$ cat config.mk
export PLATFORM = sky130hd
export DESIGN_NAME = rsi_queue
export DESIGN_NICKNAME = d
export VERILOG_FILES = /design/src/rtl/core/rsi_pkg.sv /design/src/rtl/core/rsi_queue.sv
export SDC_FILE = /design/constraint.sdc
export NUM_CORES = 1
export LEC_CHECK = 0
export BUFFER_PORTS_ARGS = -buffer_cell sky130_fd_sc_hd__buf_2
export CELL_PAD_IN_SITES_DETAIL_PLACEMENT = 0
export CELL_PAD_IN_SITES_GLOBAL_PLACEMENT = 1
export CORE_UTILIZATION = 42
export CTS_CLUSTER_DIAMETER = 100
export DETAILED_ROUTE_END_ITERATION = 10
export HOLD_SLACK_MARGIN = 0.02
export PLACE_DENSITY_LB_ADDON = 0.1
export SYNTH_ARGS = -nofsm -noshare
export SYNTH_HDL_FRONTEND = slang
export SYNTH_SLANG_ARGS = --single-unit
$ cat constraint.sdc
create_clock -name clk -period 9.6 [get_ports clk]
set_input_delay 0.96 -clock clk [delete_from_list [all_inputs] [get_ports clk]]
set_output_delay 0.96 -clock clk [all_outputs]
set_load 0.005 [all_outputs]
$ cat src/rtl/core/rsi_pkg.sv
// Shared types, widths and register codes of the ray and segment intersection core.
package rsi_pkg;

  localparam int COORD_WIDTH          = 24;
  localparam int COORD_FRAC_BITS_DEF  = 8;
  localparam int TOL_WIDTH            = 16;
  localparam int CFG_INDEX_WIDTH      = 4;

  localparam logic [CFG_INDEX_WIDTH-1:0] REG_POSITION_TOL  = CFG_INDEX_WIDTH'(0);
  localparam logic [CFG_INDEX_WIDTH-1:0] REG_DIRECTION_TOL = CFG_INDEX_WIDTH'(1);

  // Difference of two coordinates, cross products and the scaled numerator.
  localparam int DIFF_WIDTH    = COORD_WIDTH + 1;
  localparam int CROSS_WIDTH   = 2 * DIFF_WIDTH + 1;
  localparam int SPLIT_LO      = (CROSS_WIDTH + 1) / 2;
  localparam int SPLIT_HI      = CROSS_WIDTH - SPLIT_LO;
  localparam int PP_LO_WIDTH   = DIFF_WIDTH + SPLIT_LO + 1;
  localparam int PP_HI_WIDTH   = DIFF_WIDTH + SPLIT_HI;
  localparam int NUMER_WIDTH   = DIFF_WIDTH + CROSS_WIDTH;
  localparam int MAG_WIDTH     = NUMER_WIDTH + 2;
  localparam int QUOT_WIDTH    = COORD_WIDTH + 1;
  localparam int DIVISOR_WIDTH = CROSS_WIDTH + 1;
  localparam int TOP_WIDTH     = MAG_WIDTH - QUOT_WIDTH;

  localparam int QUEUE_DEPTH   = 4;
  localparam int QPTR_WIDTH    = $clog2(QUEUE_DEPTH);
  localparam int QCOUNT_WIDTH  = $clog2(QUEUE_DEPTH + 1);

  typedef struct packed {
    logic signed [COORD_WIDTH-1:0] ray_origin_x;
    logic signed [COORD_WIDTH-1:0] ray_origin_y;
    logic signed [COORD_WIDTH-1:0] ray_target_x;
    logic signed [COORD_WIDTH-1:0] ray_target_y;
    logic signed [COORD_WIDTH-1:0] seg_start_x;
    logic signed [COORD_WIDTH-1:0] seg_start_y;
    logic signed [COORD_WIDTH-1:0] seg_end_x;
    logic signed [COORD_WIDTH-1:0] seg_end_y;
  } item_t;

  typedef struct packed {
    logic                          hit;
    logic signed [COORD_WIDTH-1:0] cross_x;
    logic signed [COORD_WIDTH-1:0] cross_y;
  } result_t;

  typedef struct packed {
    logic signed [COORD_WIDTH-1:0] ax;
    logic signed [COORD_WIDTH-1:0] ay;
    logic signed [COORD_WIDTH-1:0] cx;
    logic signed [COORD_WIDTH-1:0] cy;
    logic signed [DIFF_WIDTH-1:0]  rx;
    logic signed [DIFF_WIDTH-1:0]  ry;
    logic signed [DIFF_WIDTH-1:0]  sx;
    logic signed [DIFF_WIDTH-1:0]  sy;
    logic                          sel_x;
    logic                          seg_zero;
  } ctx_t;

  typedef struct packed {
    ctx_t                          ctx;
    logic signed [CROSS_WIDTH-1:0] den;
    logic signed [CROSS_WIDTH-1:0] num;
  } qent_t;

endpackage

$ cat src/rtl/core/rsi_queue.sv
// Short queue that decouples the front end from the back end.
module rsi_queue
  import rsi_pkg::*;
(
  input  logic  clk,
  input  logic  rst,
  input  logic  push,
  input  qent_t push_data,
  output logic  full,
  input  logic  pop,
  output logic  avail,
  output qent_t pop_data
);

  qent_t                   mem [QUEUE_DEPTH];
  logic [QPTR_WIDTH-1:0]   wr_ptr, rd_ptr;
  logic [QCOUNT_WIDTH-1:0] count;

  assign full     = count == QCOUNT_WIDTH'(QUEUE_DEPTH);
  assign avail    = count != '0;
  assign pop_data = mem[rd_ptr];

  always_ff @(posedge clk) begin
    if (push) begin
      mem[wr_ptr] <= push_data;
    end
  end

  always_ff @(posedge clk) begin
    if (rst) begin
      wr_ptr <= '0;
      rd_ptr <= '0;
      count  <= '0;
    end else begin
      if (push) begin
        wr_ptr <= (wr_ptr == QPTR_WIDTH'(QUEUE_DEPTH - 1)) ? '0 : wr_ptr + 1'b1;
      end
      if (pop) begin
        rd_ptr <= (rd_ptr == QPTR_WIDTH'(QUEUE_DEPTH - 1)) ? '0 : rd_ptr + 1'b1;
      end
      if (push && !pop) begin
        count <= count + 1'b1;
      end else if (pop && !push) begin
        count <= count - 1'b1;
      end
    end
  end

`ifndef SYNTH
  a_no_overflow: assert property (@(posedge clk) disable iff (rst) !(push && full))
    else $error("queue written while full");
  a_no_underflow: assert property (@(posedge clk) disable iff (rst) !(pop && !avail))
    else $error("queue read while empty");
  a_count_up: assert property (@(posedge clk) disable iff (rst)
    (push && !pop) |=> count == QCOUNT_WIDTH'($past(count) + 1'b1))
    else $error("queue count did not follow a write");
  a_count_down: assert property (@(posedge clk) disable iff (rst)
    (pop && !push) |=> count == QCOUNT_WIDTH'($past(count) - 1'b1))
    else $error("queue count did not follow a read");
`endif

endmodule

After elaboration in Yosys (flattened, before gate mapping):

Memory sizes are Yosys's and may differ from the RTL's. A register that Yosys moved wholly into a read port is not among the register bits.
Cells that the tools add are included.

* add/subtract/negate cells: 4
* reduce and logical (&&, ||, !) cells: 6
* eq/ne operators: 3
* mux-type cells: 8

Operator list (number)
* $mux W2: 4
* $mux W3: 2
* $add A2 B1 Y2 const B: 2
* $eq A2 B2 Y1 const B: 2
* $add A3 B1 Y3 const B: 1
* $eq A3 B3 Y1 const B: 1
* $reduce_bool A3 Y1: 1
* $sub A3 B1 Y3 const B: 1
* $logic_and A1 B1 Y1: 2
* $logic_not A1 Y1: 2
* $mux W1: 2
* $reduce_bool A2 Y1: 1

* flip-flop bits (word level): 7
* memories: 1
* input port bits: 304
* bits in writable memories: 1200

Memory list
* mem: words 4, width 300, read ports 1, clocked after memory_dff 1, wr ports 1, RTL line rsi_queue.sv:15 `qent_t mem [QUEUE_DEPTH];`

Longest topological paths before layout:

Gate-level depths: netlist of the first run.

* depth after elaboration: 4
* depth in mapped cells: 7
* depth with buffers taken out: 7

Worst setup path before layout of the first run:

OpenSTA, ideal clock, no wires.

* path kind: input-to-reg
* start point: input push
* end point: memory mem[0][0] (netlist bit), enable pin
* path slack: 1175 ps
* buffers on the path: 0
* cell stages on the path: 1
* arrival: 7726 ps
* cells stage by stage: and2_1

* longest elaborated chain between the ends: 2

Ends and longest elaborated chain
* from (decl): RTL line rsi_queue.sv:7 `input logic push,`
* $mux W1: RTL line rsi_queue.sv:24 `if (push) begin`
* $mux W1 (implied by the code): RTL line rsi_queue.sv:25 `mem[wr_ptr] <= push_data;`
* to (decl): RTL line rsi_queue.sv:15

No other way between the ends.

==> results of run 1 <==
-- registers in the layout (all words and copies together), names as in the netlist, named ones only --
name and flops:
count 3, mem 1200, wr_ptr 2, rd_ptr 2
-- synth_stat cells --
cell type | count | area (µm²)
buf_12 | 33 | 661
mux2i_1 | 4 | 40.0
mux4_2 | 300 | 6760
clkbuf_1 | 3 | 11.3
o21ai_0 | 1 | 5.00
or3_1 | 2 | 12.5
buf_6 | 1 | 11.3
ha_1 | 6 | 75.1
nor2_1 | 7 | 26.3
xor2_1 | 2 | 17.5
dfxtp_1 | 9 | 180
and2_1 | 4 | 25.0
inv_1 | 4 | 15.0
buf_2 | 30 | 150
fa_1 | 1 | 20.0
edfxtp_1 | 1200 | 36000
nor3b_1 | 2 | 15.0
a21oi_1 | 2 | 10.0
-- cells by family (layout without fill, tap and decap cells) --
family | Yosys count | count (layout) | share of synthesized area (%)
other | 0 | 18 | 0
AO/OA/AOI/OAI | 3 | 3 | 0.0341
adder cells (fa/ha/maj) | 7 | 7 | 0.216
flip-flops | 1209 | 1209 | 82.2
multiplexers | 304 | 304 | 15.4
buffers and inverters | 71 | 853 | 1.93
XOR/XNOR | 2 | 2 | 0.0398
AND/OR/NAND/NOR | 15 | 15 | 0.179
-- placed cells by master (no fill, tap or decap), drive strengths merged, types with 4 or more instances in the layout --
| cell type | synthesis | routed |
|---|---|---|
| edfxtp | 1200 | 1200 |
| buf | 64 | 620 |
| mux4 | 300 | 300 |
| clkbuf | 3 | 163 |
| clkinv | 0 | 50 |
| diode | 0 | 18 |
| inv | 4 | 12 |
| dfxtp | 9 | 9 |
| nor2 | 7 | 7 |
| bufinv | 0 | 7 |
| ha | 6 | 6 |
| and2 | 4 | 4 |
| mux2i | 4 | 4 |
-- critical path, cell delays in order, from the launching register on --
cell and delay, ns:
dfxtp_4 1.04, buf_4 0.80, buf_4 0.68, mux4_2 0.43, buf_2 0.15
-- worst min-delay path by stage --
stage	startpoint	to	slack, ns	cells after the start
floorplan	count[2]	count[2]	0.46	2
global placement	count[2]	count[2]	0.47	2
detailed placement	count[2]	count[2]	0.50	2
CTS	push_data[179]	mem[0][179]	0.37	1
global route	push_data[131]	mem[2][131]	0.40	1
finish	push_data[121]	mem[0][121]	0.45	1
-- metal layers --
| metal | part of all wire, % | wire length [µm] | GRT usage [%] | up-vias |
|---|---|---|---|---|
| met5 | 0.32 | 301 | 0 | - |
| met4 | 2.7 | 2530 | 6.26 | 50 |
| met3 | 8.8 | 8250 | 6.99 | 201 |
| met2 | 51 | 47700 | 29.4 | 610 |
| met1 | 37 | 35200 | 21.4 | 10166 |
| li1 | - | - | - | 8458 |
-- where the power goes --
part	leakage (nW)	internal, mW	switching [mW]	total (mW)
Clock	1.98	2.78	1.94	4.72
Sequential	11.1	6.06	0.0616	6.12
Combinational	4.27	0.412	0.484	0.896
-- layout make-up --
type	instances	area share, %
inverters	4	0.0287
well taps	1380	3.30
clock inverters	66	1.04
diodes	18	0.0860
flip-flops and latches	1209	69.2
clock buffers	163	6.69
repair buffers	620	6.26
multi-input cells	331	13.4
-- per-stage QoR --
stage          instance area [µm²]  utilization (%)
6_report                     52300             50.4
5_1_grt                      52300             50.4
4_1_cts                      52300             50.4
3_5_place_dp                 48300             46.5
3_3_place_gp                 48300             46.5
2_1_floorplan                44100                -
==> flow_metrics.py, run 1 <==
metrics = {
    "clocking": {
        "numCtsBuffers": 130,
        "htree_levels": 4,
        "cts_hold_buf": 0,
        "cts_resized": 0,
        "cts_tree": "yes",
        "clk_latency_ns": 0.73,
        "cts_num_sinks": 1209,
        "cts-root-buf": "clkbuf_16",
        "post-cts-setup-buffers": 0,
        "clk_path_buf_depth": 3,
        "clk_pin_slew_ns": 0.06,
    },
    "timing": {
        "rsz0062_at_grt": "false",
        "finalSetupViolations": 0,
        "finalCritPeriodShare_pct": 51.2,
        "slew_headroom_pct": 17.0,
        "setup_tns_ns": 0,
        "drv_slew": 0,
        "worst_slew_pin_slew_ns": 1.25,
        "fmax_ghz": 0.203,
        "hold_violations": 0,
        "worst_slack_ns": 4.68,
        "min_period_ns": 4.92,
        "finClkSkew_ns": 0.0254,
        "hold-worst-slack_ns": 0.446,
    },
    "setup_path": {
        "crit_arrival_ns": 3.96,
        "cp-start-kind": "flop",
        "crit_path_end": "pop_data[2]",
        "r2r-end": "mem[3][3]",
        "worst-endpoint-required_ns": 8.64,
        "worst_setup_path_end_kind": "output pin",
        "cp_max_fo": 63,
        "r2r_slack_ns": 7.15,
        "worstSetupPathType": "flop to output pin",
        "ff2ff_path_depth": 3,
        "worstReg2RegStart": "wr_ptr[0]",
    },
    "detailed_routing": {
        "dr.pass1.iters": 5,
        "drtIter0Drc": 1238,
        "wl_per_cell_um": 24.8,
        "antenna_left": 0,
        "post-route-drc-count": 0,
        "viasPerCell": 5.14,
        "routed_wl_um": 94000,
        "dr_total_vias": 19485,
    },
    "power_and_ir_drop": {
        "peakVddDrop_uv": 185,
        "power_mw": 11.7,
        "power.leakage_nw": 17.3,
        "p_per_area_nw_per_um2": 224,
    },
    "layout": {
        "multi_input_area_um2": 7010,
        "nets": 2607,
        "fill_cells": 8316,
        "final_cell_count_no_fill": 3791,
        "area_growth_pct": 18.8,
        "final-seq-area_um2": 36200,
        "drive_gt1_share_pct": 45.8,
    },
    "floorplan": {
        "start_util_pct": 42.5,
        "dieArea_um2": 106000,
        "die_y_um": 326,
        "core_area_um2": 104000,
        "rows": 118,
        "die_x_um": 326,
        "io_pins": 606,
    },
    "job": {
        "cap_violations": 0,
    },
    "synth": {
        "synth_cell_type_count": 18,
        "postSynthAreaPerCell_um2": 27.4,
        "ys_ff_latch": 1209,
        "synth_area_um2": 44100,
        "yosysSeqAreaShare_pct": 82.2,
        "syn_inst": 1611,
        "syn_nets": 1922,
        "yosysWarningCount": 0,
    },
    "global_routing": {
        "grt.total_usage_pct": 17.9,
        "grt_pass1_vias": 20755,
        "antenna_found_initial": 53,
        "grt_overflow_total": 0,
        "grt_max_degree": 153,
        "grt_pass1_wl_um": 138000,
    },
    "worst_hold_path": {
        "hp-class": "input pin to flop",
    },
    "place": {
        "dpl.hpwl_um": 56300,
        "portBuffers": 605,
        "place_ws_ns": 5.29,
        "dp.cells": 3544,
        "gp_congestion": 0.765,
    },
    "run_status": {
        "status": "finished, final reports clean",
    },
}
No activity file was read; power rests on OpenSTA's default activity.
==> inputs of run 2 (changes only) <==
==> constraint.sdc (replaced) <==
create_clock -name clk -period 4.7 [get_ports clk]
set_input_delay 0.47 -clock clk [delete_from_list [all_inputs] [get_ports clk]]
set_output_delay 0.47 -clock clk [all_outputs]
set_load 0.005 [all_outputs]
==> flow_metrics.py, run 2 (synthesis results as in run 1) <==
metrics = {
    "run_status": {
        "status": "finished, final reports clean",
    },
    "setup_path": {
        "cp-start-kind": "flop",
        "crit_arrival_ns": 2.90,
        "worstSetupPathType": "flop to output pin",
        "worst_setup_path_end_kind": "output pin",
        "cp_max_fo": 58,
        "worst-endpoint-required_ns": 4.23,
    },
    "global_routing": {
        "grt.total_usage_pct": 18.4,
        "grt_overflow_total": 0,
        "grt_pass1_vias": 22448,
        "antenna_found_initial": 13,
        "grt_pass1_wl_um": 143000,
        "grt_max_degree": 90,
    },
    "timing": {
        "finalCritPeriodShare_pct": 71.8,
        "drv_slew": 0,
        "setup_tns_ns": 0,
        "rsz0062_at_grt": "false",
        "slew_headroom_pct": 26.6,
        "min_period_ns": 3.37,
        "finClkSkew_ns": 0.0225,
        "worst_slew_pin_slew_ns": 1.10,
        "hold_violations": 0,
        "fmax_ghz": 0.296,
        "finalSetupViolations": 0,
    },
    "detailed_routing": {
        "top_layer_used": "met5",
        "post-route-drc-count": 0,
        "wl_per_cell_um": 23.5,
        "viasPerCell": 5.03,
        "antenna_left": 0,
        "drt-met1-wl_um": 38400,
        "dr_total_vias": 20709,
        "routed-wl-met2_um": 49300,
        "drtIter0Drc": 1064,
        "dr_wl_met3_um": 6830,
        "routed_wl_um": 96800,
        "dr.pass1.iters": 5,
    },
    "clocking": {
        "htree_levels": 4,
        "cts-root-buf": "clkbuf_16",
        "clk_pin_slew_ns": 0.06,
        "cts_resized": 0,
        "clk_latency_ns": 0.72,
        "clk_path_buf_depth": 3,
        "post-cts-setup-buffers": 0,
        "numCtsBuffers": 130,
        "cts_num_sinks": 1209,
        "cts_tree": "yes",
        "cts_hold_buf": 301,
    },
    "layout": {
        "final_common_cell": "edfxtp_1",
        "drive_gt1_share_pct": 41.2,
        "nets": 2935,
        "area_growth_pct": 26.2,
        "fin_area_um2": 55600,
        "layout_common_cells": "edfxtp_1, buf_2, dlygate4sd3_1",
        "reg.largest.list": "mem: 1200 flops, count: 3 flops",
        "largest_reg_flops": 1200,
        "largest_register": "mem",
    },
    "place": {
        "placed_area_um2": 48600,
        "gp_congestion": 0.739,
        "dpl.hpwl_um": 59300,
        "portBuffers": 605,
    },
    "floorplan": {
        "start_util_pct": 42.5,
        "rows": 118,
        "die_y_um": 326,
        "io_pins": 606,
        "die_x_um": 326,
        "dieArea_um2": 106000,
        "core_area_um2": 104000,
    },
    "job": {
        "cap_violations": 0,
    },
    "power_and_ir_drop": {
        "p_per_area_nw_per_um2": 435,
        "power.leakage_nw": 18.8,
        "peakVddDrop_uv": 303,
        "power_mw": 24.2,
    },
    "worst_hold_path": {
        "hp-class": "input pin to flop",
    },
}
## run 2: changes by cell type in the layout (fill, tap and decap cells not counted), sizes merged
cell,before,now
buf,620,647
dlygate4sd3,0,301
inv,12,15
diode,18,12
clkinv,50,44
bufinv,7,6
clkbuf,163,171
## run 2: per-layer routing
layer | up-vias | GRT usage, %
met5 | - | 0
met4 | 10 | 5.66
met3 | 147 | 5.75
met2 | 559 | 30.7
met1 | 10896 | 22.9
li1 | 9097 | -
## run 2: per-stage QoR
step                cells  setup slack, ns  hold slack [ns]  util [%]
finish               4117             1.33            0.104      53.6
global route         4112             1.14            0.101      53.6
CTS                  4105             1.15           0.0329      53.6
detailed placement   3571             1.96            0.516      46.8
global placement     3571             1.95            0.473      46.8
floorplan            1611           0.0390            0.455         -
## run 2: report_power, final
group	internal, mW	total [mW]	switching (mW)
Combinational	1.03	2.10	1.07
Sequential	12.4	12.5	0.121
Clock	5.61	9.59	3.98
Total	19.0	24.2	5.18
## run 2: critical path, cell delays in order (launching register included)
cell and delay (ns):
dfxtp_4 1.02, buf_4 0.57, mux4_2 0.42, buf_2 0.15
## run 2: final timing paths
kind,slack [ns],startpoint,cells after the start,endpoint
worst max-delay path,1.33,flop,3,pop_data[251]
worst min-delay path,0.10,pop,3,rd_ptr[1]
worst max register to register,2.27,wr_ptr[0],3,mem[3][83]
worst min register to register,0.54,count[2],2,count[2]
## run 2: area by class of cell
cell class / count / area, µm²
repair buffers: 948 / 6590
flip-flops and latches: 1209 / 36200
clock buffers: 171 / 3510
clock inverters: 62 / 504
inverters: 4 / 15.0
multi-input cells: 331 / 7010
diodes: 12 / 30.0
well taps: 1380 / 1730
fillers: 8136 / 48200
==> inputs of run 3 (changes only) <==
==> constraint.sdc (replaced) <==
create_clock -name clk -period 3.3 [get_ports clk]
set_input_delay 0.33 -clock clk [delete_from_list [all_inputs] [get_ports clk]]
set_output_delay 0.33 -clock clk [all_outputs]
set_load 0.005 [all_outputs]
==> flow_metrics.py, run 3 (synthesis results as in run 1) <==
metrics = {
    "power_and_ir_drop": {
        "power.leakage_nw": 18.9,
        "power_mw": 34.7,
        "p_per_area_nw_per_um2": 620,
        "peakVddDrop_uv": 522,
    },
    "layout": {
        "drive_gt1_share_pct": 41.4,
        "final_common_cell": "edfxtp_1",
        "fill_cells": 8014,
        "reg.largest.list": "mem: 1200 flops, count: 3 flops",
        "largest_reg_flops": 1200,
        "utilization_pct": 53.9,
        "nets": 2943,
        "area_growth_pct": 26.9,
        "layout_common_cells": "edfxtp_1, buf_2, dlygate4sd3_1",
        "largest_register": "mem",
    },
    "setup_path": {
        "worst_setup_path_end_kind": "output pin",
        "worst-endpoint-required_ns": 2.97,
        "crit_family": "flip-flops",
        "crit_buf_inv": 2,
        "crit_arrival_ns": 2.64,
        "worstSetupPathType": "flop to output pin",
        "cp_max_fo": 54,
        "crit_slowest_cell": "dfxtp_4",
        "crit_chain": "buf_12 > mux4_2 > buf_2",
        "cp-start-kind": "flop",
        "cpPeakStageDelay_ns": 0.66,
        "r2r_slack_ns": 1.28,
    },
    "place": {
        "portBuffers": 605,
        "dpl.hpwl_um": 59000,
        "gp_congestion": 0.737,
        "place_ws_ns": 0.991,
    },
    "detailed_routing": {
        "routed_wl_um": 96600,
        "drtIter0Drc": 1243,
        "wl_per_cell_um": 23.5,
        "dr.pass1.iters": 4,
        "dr_total_vias": 20742,
        "viasPerCell": 5.04,
        "post-route-drc-count": 0,
        "antenna_left": 0,
    },
    "global_routing": {
        "grt_pass1_wl_um": 143000,
        "grt_overflow_total": 0,
        "grt_pass1_vias": 22625,
        "antenna_found_initial": 11,
        "grt_max_degree": 72,
        "grt.total_usage_pct": 18.3,
    },
    "timing": {
        "slew_headroom_pct": 43.8,
        "hold_violations": 0,
        "setup_tns_ns": 0,
        "fmax_ghz": 0.337,
        "rsz0062_at_grt": "false",
        "finalCritPeriodShare_pct": 89.9,
        "drv_slew": 0,
        "worst_slew_pin_slew_ns": 0.843,
        "finalSetupViolations": 0,
        "worst_slack_ns": 0.332,
        "hold-worst-slack_ns": 0.353,
        "min_period_ns": 2.97,
        "finClkSkew_ns": 0.0155,
    },
    "clocking": {
        "cts_resized": 0,
        "cts-root-buf": "clkbuf_16",
        "cts_num_sinks": 1209,
        "numCtsBuffers": 131,
        "clk_path_buf_depth": 3,
        "clk_latency_ns": 0.72,
        "clk_pin_slew_ns": 0.06,
        "htree_levels": 4,
        "cts_tree": "yes",
    },
    "run_status": {
        "status": "finished, final reports clean",
    },
    "floorplan": {
        "rows": 118,
        "die_x_um": 326,
        "start_util_pct": 42.5,
        "die_y_um": 326,
        "io_pins": 606,
        "core_area_um2": 104000,
        "dieArea_um2": 106000,
    },
    "job": {
        "cap_violations": 0,
    },
    "worst_hold_path": {
        "hp-class": "input pin to flop",
    },
}
[run 3: area by class of cell]
type,count,area [µm²],share of cell area [%]
flip-flops and latches,1209,36200,64.8
multi-input cells,331,7010,12.5
repair buffers,955,6840,12.2
clock buffers,175,3600,6.44
well taps,1380,1730,3.09
clock inverters,57,485,0.868
inverters,4,15.0,0.0269
diodes,6,15.0,0.0269
[run 3: per-layer routing]
metal | routed length, µm | part of all wire (%) | vias up | global-route usage, %
li1 | - | - | 9111 | -
met4 | 2010 | 2.1 | 12 | 5.47
met3 | 7090 | 7.3 | 149 | 5.85
met1 | 38400 | 40 | 10866 | 22.8
met2 | 49000 | 51 | 604 | 30.6
met5 | 74 | 0.077 | - | 0
[run 3: what timing repair did]
| action | CTS | global route |
|---|---|---|
| hold endpoints to repair | 1209 | 0 |
| hold buffers | 303 | 0 |
| endpoints found under the setup margin | 0 | 0 |
| setup buffers | 0 | 0 |
[run 3: through the flow]
step | instance area (µm²) | instances
finish | 55900 | 4117
global route | 55900 | 4114
CTS | 55900 | 4111
detailed placement | 48800 | 3576
global placement | 48800 | 3576
floorplan | 44100 | 1611
[run 3: final timing paths]
| check | start | end | depth (start not counted) |
|---|---|---|---|
| setup / recovery | flop | pop_data[82] | 3 |
| hold / removal | push_data[86] | mem[2][86] | 2 |
| setup reg to reg | wr_ptr[0] | mem[2][220] | 4 |
| hold reg to reg | count[2] | count[2] | 2 |
[run 3: power breakdown]
| group | internal (mW) | switching (mW) | leakage [nW] |
|---|---|---|---|
| combinational | 1.50 | 1.54 | 5.78 |
| clock | 8.15 | 5.70 | 2.00 |
| sequential | 17.6 | 0.158 | 11.1 |
| total | 27.3 | 7.40 | 18.9 |
